<file path="src/rtl/crcfe_pkg.sv">
package crcfe_pkg;

   localparam int unsigned MaxPayloadDefault = 1024;
   localparam int unsigned MaxResults = 6;

   localparam logic [15:0] CRC_INIT = 16'hFFFF;
   localparam logic [15:0] CRC_POLY = 16'h1021;
   localparam logic [7:0] MAGIC_RESET = 8'hAA;

   localparam logic OP_START = 1'b0;
   localparam logic OP_DATA = 1'b1;

   localparam logic [1:0] STAT_OK = 2'd0;
   localparam logic [1:0] STAT_TOO_LONG = 2'd1;
   localparam logic [1:0] STAT_STRAY = 2'd2;

   typedef struct packed {
      logic opcode;
      logic [7:0] frame_type;
      logic [15:0] payload_length;
      logic [7:0] data_byte;
   } req_type;

   typedef struct packed {
      logic [7:0] out_byte;
      logic frame_end;
      logic [1:0] status;
   } rsp_type;

   // One byte of CRC-16-CCITT, MSB first.
   function automatic logic [15:0] crc_feed(input logic [15:0] crc, input logic [7:0] b);
      logic [15:0] c;
      c = crc ^ {b, 8'h00};
      for (int i = 0; i < 8; i++) begin
         c = c[15] ? ({c[14:0], 1'b0} ^ CRC_POLY) : {c[14:0], 1'b0};
      end
      return c;
   endfunction

endpackage

</file>
<file path="src/rtl/crc16_frame_encoder_core.sv">
// Frame encoder: turns start and payload words into a framed byte stream.
// Input channel req_*: a start word (opcode 0) carries the frame type and the
// payload length; a payload word (opcode 1) carries one data byte. Result
// channel rsp_*: one encoded byte per word, with frame_end and status.
// A frame is magic, type, length low, length high, payload, CRC low, CRC high.
// The CRC is CRC-16-CCITT (init 0xFFFF) over type, length and payload.
// csr_*: write port for the magic byte; it is always ready.
// A request word is held in the input register and is then expanded into
// the result buffer, whose head drives rsp_*. Each word produces 1 to 6
// bytes, sent at one byte per cycle while rsp_stall is low; the next word is
// expanded in the cycle the last byte of the previous one leaves. Payload
// words that produce one byte therefore run at one word per cycle while
// rsp_stall is low; a payload word that closes a frame produces 3 bytes and a
// valid start word 4 or 6, all sent through the single output port.
// Status-only results are a single byte.
// Reset clears the open frame, sets the CRC to 0xFFFF and the magic to 0xAA.
// When the receiver stalls, the current byte and the rest of the buffer
// hold, and one further request word is held in the input register before
// req_stall rises.
module crc16_frame_encoder_core
   import crcfe_pkg::*;
#(
   parameter int unsigned MAX_PAYLOAD = MaxPayloadDefault
) (
   input  logic clock,
   input  logic reset,
   input  logic req_valid,
   output logic req_stall,
   input  req_type req_word,
   output logic rsp_valid,
   input  logic rsp_stall,
   output rsp_type rsp_word,
   input  logic csr_valid,
   output logic csr_ready,
   input  logic [7:0] csr_data
);

   localparam int CntW = $clog2(MaxResults + 1);

   logic in_valid_ff;
   req_type in_word_ff;
   rsp_type buf_ff [MaxResults];
   logic [CntW-1:0] cnt_ff;
   logic [15:0] crc_ff;
   logic [15:0] remain_ff;
   logic open_ff;
   logic [7:0] magic_ff;

   rsp_type buf_in [MaxResults];
   logic [CntW-1:0] cnt_in;
   logic [15:0] crc_in;
   logic [15:0] remain_in;
   logic open_in;

   logic rsp_fire;
   logic load;
   logic [15:0] crc_a;
   logic [15:0] crc_b;
   logic [15:0] crc_hdr;
   logic [15:0] crc_pay;
   logic [15:0] remain_dec;
   logic too_long;

   assign rsp_valid = (cnt_ff != '0);
   assign rsp_word = buf_ff[0];
   assign rsp_fire = rsp_valid && !rsp_stall;
   assign load = in_valid_ff && ((cnt_ff == '0) || ((cnt_ff == CntW'(1)) && rsp_fire));
   assign req_stall = in_valid_ff && !load;
   assign csr_ready = 1'b1;

   assign crc_a = crc_feed(CRC_INIT, in_word_ff.frame_type);
   assign crc_b = crc_feed(crc_a, in_word_ff.payload_length[7:0]);
   assign crc_hdr = crc_feed(crc_b, in_word_ff.payload_length[15:8]);
   assign crc_pay = crc_feed(crc_ff, in_word_ff.data_byte);
   assign remain_dec = remain_ff - 16'd1;
   assign too_long = (in_word_ff.payload_length > 16'(MAX_PAYLOAD));

   // Expand the held request word into its full burst of result bytes.
   always_comb begin
      for (int i = 0; i < MaxResults; i++) begin
         buf_in[i] = '0;
      end
      cnt_in = '0;
      crc_in = crc_ff;
      remain_in = remain_ff;
      open_in = open_ff;
      if (in_word_ff.opcode == OP_START) begin
         if (too_long) begin
            buf_in[0] = '{out_byte: 8'h00, frame_end: 1'b1, status: STAT_TOO_LONG};
            cnt_in = CntW'(1);
            remain_in = '0;
            open_in = 1'b0;
         end else begin
            buf_in[0] = '{out_byte: magic_ff, frame_end: 1'b0, status: STAT_OK};
            buf_in[1] = '{out_byte: in_word_ff.frame_type, frame_end: 1'b0, status: STAT_OK};
            buf_in[2] = '{out_byte: in_word_ff.payload_length[7:0], frame_end: 1'b0,
                          status: STAT_OK};
            buf_in[3] = '{out_byte: in_word_ff.payload_length[15:8], frame_end: 1'b0,
                          status: STAT_OK};
            crc_in = crc_hdr;
            if (in_word_ff.payload_length == '0) begin
               buf_in[4] = '{out_byte: crc_hdr[7:0], frame_end: 1'b0, status: STAT_OK};
               buf_in[5] = '{out_byte: crc_hdr[15:8], frame_end: 1'b1, status: STAT_OK};
               cnt_in = CntW'(6);
               remain_in = '0;
               open_in = 1'b0;
            end else begin
               cnt_in = CntW'(4);
               remain_in = in_word_ff.payload_length;
               open_in = 1'b1;
            end
         end
      end else if (!open_ff) begin
         buf_in[0] = '{out_byte: 8'h00, frame_end: 1'b1, status: STAT_STRAY};
         cnt_in = CntW'(1);
      end else begin
         buf_in[0] = '{out_byte: in_word_ff.data_byte, frame_end: 1'b0, status: STAT_OK};
         crc_in = crc_pay;
         remain_in = remain_dec;
         if (remain_dec == '0) begin
            buf_in[1] = '{out_byte: crc_pay[7:0], frame_end: 1'b0, status: STAT_OK};
            buf_in[2] = '{out_byte: crc_pay[15:8], frame_end: 1'b1, status: STAT_OK};
            cnt_in = CntW'(3);
            open_in = 1'b0;
         end else begin
            cnt_in = CntW'(1);
         end
      end
   end

   always_ff @(posedge clock) begin
      if (reset) begin
         in_valid_ff <= 1'b0;
         cnt_ff <= '0;
         crc_ff <= CRC_INIT;
         remain_ff <= '0;
         open_ff <= 1'b0;
         magic_ff <= MAGIC_RESET;
      end else begin
         if (req_valid && !req_stall) begin
            in_valid_ff <= 1'b1;
         end else if (load) begin
            in_valid_ff <= 1'b0;
         end
         if (load) begin
            cnt_ff <= cnt_in;
            crc_ff <= crc_in;
            remain_ff <= remain_in;
            open_ff <= open_in;
         end else if (rsp_fire) begin
            cnt_ff <= cnt_ff - CntW'(1);
         end
         if (csr_valid && csr_ready) begin
            magic_ff <= csr_data;
         end
      end
   end

   always_ff @(posedge clock) begin
      if (req_valid && !req_stall) begin
         in_word_ff <= req_word;
      end
      if (load) begin
         buf_ff <= buf_in;
      end else if (rsp_fire) begin
         for (int i = 0; i < MaxResults - 1; i++) begin
            buf_ff[i] <= buf_ff[i+1];
         end
      end
   end

   a_cnt_range: assert property (@(posedge clock) disable iff (reset)
      cnt_ff <= CntW'(MaxResults))
      else $error("result buffer count out of range");

   a_open_remain: assert property (@(posedge clock) disable iff (reset)
      open_ff == (remain_ff != '0))
      else $error("open frame and remaining byte count disagree");

   a_status_end: assert property (@(posedge clock) disable iff (reset)
      rsp_valid && (rsp_word.status != STAT_OK) |-> rsp_word.frame_end && (cnt_ff == CntW'(1)))
      else $error("status result is not a lone final word");

   a_expand: assert property (@(posedge clock) disable iff (reset)
      in_valid_ff && (cnt_ff == '0) |=> cnt_ff != '0)
      else $error("held request word was not expanded");

endmodule
</file>
<file path="config.mk">
export PLATFORM = sky130hd
export DESIGN_NAME = crc16_frame_encoder_core
export DESIGN_NICKNAME = d
export VERILOG_FILES = /design/src/rtl/crcfe_pkg.sv /design/src/rtl/crc16_frame_encoder_core.sv
export SDC_FILE = /design/constraint.sdc
export NUM_CORES = 1
export LEC_CHECK = 0
export BUFFER_PORTS_ARGS = -buffer_cell sky130_fd_sc_hd__clkbuf_2
export CAP_MARGIN = 0
export CORE_ASPECT_RATIO = 1.75
export CORE_MARGIN = 2
export CORE_UTILIZATION = 64
export DETAILED_ROUTE_END_ITERATION = 10
export GPL_TIMING_DRIVEN = 1
export PLACE_DENSITY = 0.87
export RECOVER_POWER = 50
export SYNTH_ARGS = -nofsm -noshare
export SYNTH_HDL_FRONTEND = slang
export SYNTH_SLANG_ARGS = --single-unit
</file>
<file path="constraint.sdc">
create_clock -name clock -period 5.7 [get_ports clock]
set_clock_uncertainty 0.05 [all_clocks]
set_input_delay 0.57 -clock clock [delete_from_list [all_inputs] [get_ports clock]]
set_output_delay 0.57 -clock clock [all_outputs]
set_load 0.02 [all_outputs]
</file>
==> impl_metrics.prom <==
# TYPE chip_impl_metric gauge
chip_impl_metric{name="floorplan.die_area",unit="um^2"} 11600
chip_impl_metric{name="worst-r2r-setup-slack",unit="ns"} 1.64
chip_impl_metric{name="cts.sinks",unit=""} 134
chip_impl_metric{name="drt_first_pass_iters",unit=""} 8
chip_impl_info{name="kind_of_path_behind_the_tightest_hold_check",value="input port to flip-flop"} 1
chip_impl_metric{name="max_cap_viol_count",unit=""} 3
chip_impl_info{name="path_cells",value="inv_1, ha_1, nor2b_1, o211ai_1, buf_4, inv_1, clkbuf_1, or2_2, nor2_1, a311oi_1"} 1
chip_impl_metric{name="totalNegativeSetupSlack",unit="ns"} 0
chip_impl_metric{name="vias",unit=""} 5319
chip_impl_metric{name="insertion_delay",unit="ns"} 0.42
chip_impl_metric{name="synth_seq_area_share",unit="%"} 52.1
chip_impl_metric{name="hold_viol_final",unit=""} 0
chip_impl_metric{name="design.portCount",unit=""} 60
chip_impl_metric{name="slew_at_the_pin_closest_to_its_max_slew_limit",unit="ns"} 2.01
chip_impl_metric{name="postCtsSetupBuffers",unit=""} 0
chip_impl_metric{name="drt-initial-drc-count",unit=""} 720
chip_impl_metric{name="clk_path_buf_depth",unit=""} 2
chip_impl_metric{name="worst_endpoint_data_arrival_time",unit="ns"} 4.32
chip_impl_info{name="synth_ff_type",value="edfxtp_1"} 1
chip_impl_metric{name="cts.clk_slew.worst_paths",unit="ns"} 0.06
chip_impl_info{name="startpoint_type",value="flip-flop"} 1
chip_impl_metric{name="grt_first_pass_wirelength",unit="um"} 27300
chip_impl_metric{name="ctsHoldBuffers",unit=""} 0
chip_impl_metric{name="total_of_flip_flops_plus_latches_after_synthesis",unit=""} 134
chip_impl_metric{name="syn-num-nets",unit=""} 692
chip_impl_metric{name="die_height",unit="um"} 141
chip_impl_metric{name="cts.repair.resized",unit=""} 0
chip_impl_metric{name="fill_cells",unit=""} 690
chip_impl_metric{name="postLayoutCoreUtil",unit="%"} 72.0
chip_impl_info{name="cts_root_buffer",value="clkbuf_16"} 1
chip_impl_metric{name="die_x",unit="um"} 82.3
chip_impl_metric{name="drive_above_1_share",unit="%"} 13.0
chip_impl_metric{name="path_buf_inv",unit=""} 4
chip_impl_info{name="crit-reg2reg-launch",value="cnt_ff[1]"} 1
chip_impl_metric{name="yosysWarningCount",unit=""} 0
chip_impl_info{name="slowest_stage",value="clkbuf_1"} 1
chip_impl_metric{name="largest_stage_delay_on_the_critical_path",unit="ns"} 1.18
chip_impl_metric{name="area_growth_syn_to_layout",unit="%"} 11.0
chip_impl_metric{name="max_freq",unit="GHz"} 0.246
chip_impl_metric{name="finalWirelength",unit="um"} 17800
chip_impl_info{name="worst_path_dominant_cell_family",value="buffers and inverters"} 1
chip_impl_metric{name="grt_remaining_overflow",unit=""} 0
chip_impl_metric{name="synth-edff-count",unit=""} 89
chip_impl_metric{name="grt_util_all_layers",unit="%"} 32.4
chip_impl_metric{name="synth_cells",unit=""} 641
chip_impl_metric{name="maximum_number_of_pins_on_one_net_before_global_route_repair",unit=""} 62
chip_impl_metric{name="via_per_inst",unit=""} 6.55
chip_impl_info{name="timing.critical_path.to_type",value="flip-flop"} 1
chip_impl_metric{name="leakagePower",unit="uW"} 0.00289
chip_impl_metric{name="synth.avg_cell_area",unit="um^2"} 10.7
chip_impl_metric{name="setup_viol_count_final",unit=""} 0
chip_impl_info{name="layout.cells.most_common",value="edfxtp_1"} 1
chip_impl_metric{name="final_nets",unit=""} 720
chip_impl_metric{name="remaining_routing_drc_violations",unit=""} 0
chip_impl_metric{name="final_cells",unit=""} 812
chip_impl_metric{name="numCtsBuffers",unit=""} 17
chip_impl_metric{name="syn-cell-area",unit="um^2"} 6860
chip_impl_info{name="critPathLaunch",value="cnt_ff[1]"} 1
chip_impl_metric{name="worst_slack",unit="ns"} 1.64
chip_impl_info{name="library_cell_appearing_most_often_on_the_critical_path",value="inv_1"} 1
chip_impl_metric{name="dp_hpwl",unit="um"} 12000
chip_impl_metric{name="htree_num_levels",unit=""} 4
chip_impl_metric{name="worst-path-stages",unit=""} 10
chip_impl_metric{name="power.density",unit="nW/um^2"} 573
chip_impl_info{name="outcome",value="finished, violations left"} 1
chip_impl_info{name="cts_tree",value="built"} 1
chip_impl_metric{name="timing.critical_path.fanout_max",unit=""} 61
chip_impl_metric{name="final_period_minus_worst_setup_slack",unit="ns"} 4.06
chip_impl_metric{name="maxSlewHeadroom",unit="%"} -33.8
chip_impl_info{name="endpoint",value="cnt_ff[1]"} 1
chip_impl_metric{name="design_power_total",unit="uW"} 4370
chip_impl_info{name="unrepaired_setup_endpoints_after_global_routing",value="no"} 1
chip_impl_metric{name="maxSlewViolCount",unit=""} 106
chip_impl_metric{name="ir_worst_vdd",unit="mV"} 0.374
chip_impl_metric{name="effective_utilization_at_floorplan",unit="%"} 64.9
chip_impl_metric{name="number_of_port_buffers",unit=""} 58
chip_impl_metric{name="grt_antenna_before_repair",unit=""} 0
chip_impl_metric{name="number_of_antenna_diodes",unit=""} 0
chip_impl_metric{name="rows",unit=""} 50
chip_impl_metric{name="worst-r2r-cell-count",unit=""} 10
chip_impl_info{name="critical_path.reg2reg.endpoint",value="cnt_ff[1]"} 1
chip_impl_metric{name="min_period_over_period",unit="%"} 71.2
chip_impl_metric{name="first_global_vias",unit=""} 5126
chip_impl_info{name="failed_checks",value="max-capacitance violations, max-slew violations"} 1
chip_impl_metric{name="routedWlPerCell",unit="um"} 21.9
chip_impl_info{name="critPathKind",value="flip-flop to flip-flop"} 1
chip_impl_metric{name="dpl_worst_slack",unit="ns"} 2.25
chip_impl_metric{name="gp_congestion",unit=""} 0.919
chip_impl_metric{name="ys_async_sr_fraction",unit="%"} 0
chip_impl_metric{name="cp_data_required_time",unit="ns"} 5.96
chip_impl_metric{name="placed_cells_incl_taps",unit=""} 780
chip_impl_metric{name="yosys.cell_types.count",unit=""} 68
chip_impl_info{name="layout.cells.most_common_list",value="edfxtp_1, nor2_1, nand2_1"} 1
chip_impl_metric{name="drt.antenna.violating_nets",unit=""} 0
chip_impl_metric{name="core_area",unit="um^2"} 10600
## worst min-delay path by stage
stage | from | end | slack, ns | depth (start not counted)
after detailed placement | magic_ff[1] | magic_ff[1] | 0.42 | 2
final | req_word[17] | in_word_ff[17] | 0.27 | 1
after CTS | req_word[5] | in_word_ff[5] | 0.27 | 1
after global routing | req_word[30] | in_word_ff[30] | 0.26 | 1
after floorplan | magic_ff[1] | magic_ff[1] | 0.39 | 2
after global placement | remain_ff[15] | remain_ff[15] | 0.40 | 2
## cell type report
class                   instances  area [um^2]  share of cell area [%]
inverters                      15         56.3                   0.739
multi-input cells             438         2950                    38.8
clock inverters                10         93.8                    1.23
repair buffers                 63          299                    3.93
clock buffers                  22          475                    6.24
well taps                     130          163                    2.14
flip-flops and latches        134         3570                    46.9
## report_power, final
group          leakage, uW  internal, uW  switching [uW]
Sequential         0.00123          1430             155
Clock             0.000274           639             415
Combinational      0.00138           603            1120
Total              0.00289          2670            1690
## metal layers
metal / track usage, % / share of wire (%) / up-vias
met1: 37.7 / 33 / 2490
met5: 0 / 0 / -
li1: - / - / 2342
met4: 19.4 / 6.9 / 0
met3: 7.81 / 9.2 / 100
met2: 52.8 / 51 / 387
## cells by family after synthesis
group                      Yosys count  synth area share [%]
buffers and inverters               69                  4.78
and+or+nand+nor                    202                  13.9
AOI/OAI and AO/OA                  133                  12.6
xor gates and xnor gates            88                  14.3
adders and majority gates            5                 0.912
DFF                                134                  52.1
other                                1                0.0546
muxes                                9                  1.33
## cells in the mapped netlist (all sizes together), types with 2 or more instances
master	n	area, um^2
a211oi	8	65.1
a21oi	29	145
a221oi	13	114
a22oi	10	75.1
a31oi	3	18.8
a41oi	3	33.8
and2	12	75.1
and3	7	43.8
buf	23	150
clkbuf	31	121
dfxtp	45	901
edfxtp	89	2670
ha	5	62.6
inv	15	56.3
mux2i	8	80.1
nand2	59	221
nand3	7	40.0
nand4	5	31.3
nor2	62	233
nor2b	2	12.5
nor3	27	145
nor4	7	50.1
nor4b	2	17.5
o211a	2	20.0
o211ai	3	22.5
o21a	3	22.5
o21ai	45	225
o31ai	3	22.5
or3	5	31.3
or4	2	15.0
xnor2	51	480
xnor3	8	186
xor2	25	219
xor3	4	98.9
## per-stage QoR
stage          instance area (um^2)  hold WS (ns)
3_3_place_gp                   7080         0.403
5_1_grt                        7610         0.264
2_1_floorplan                  6860         0.393
3_5_place_dp                   7080         0.423
6_report                       7610         0.270
4_1_cts                        7650         0.269
## flip-flops by register name (all words and copies together) (netlist names)
register     flops
magic_ff         8
in_word_ff      33
buf_ff          45
remain_ff       16
rsp_word        11
cnt_ff           3
open_ff          1
in_valid_ff      1
crc_ff          16
(Power assumes the default switching activity.)
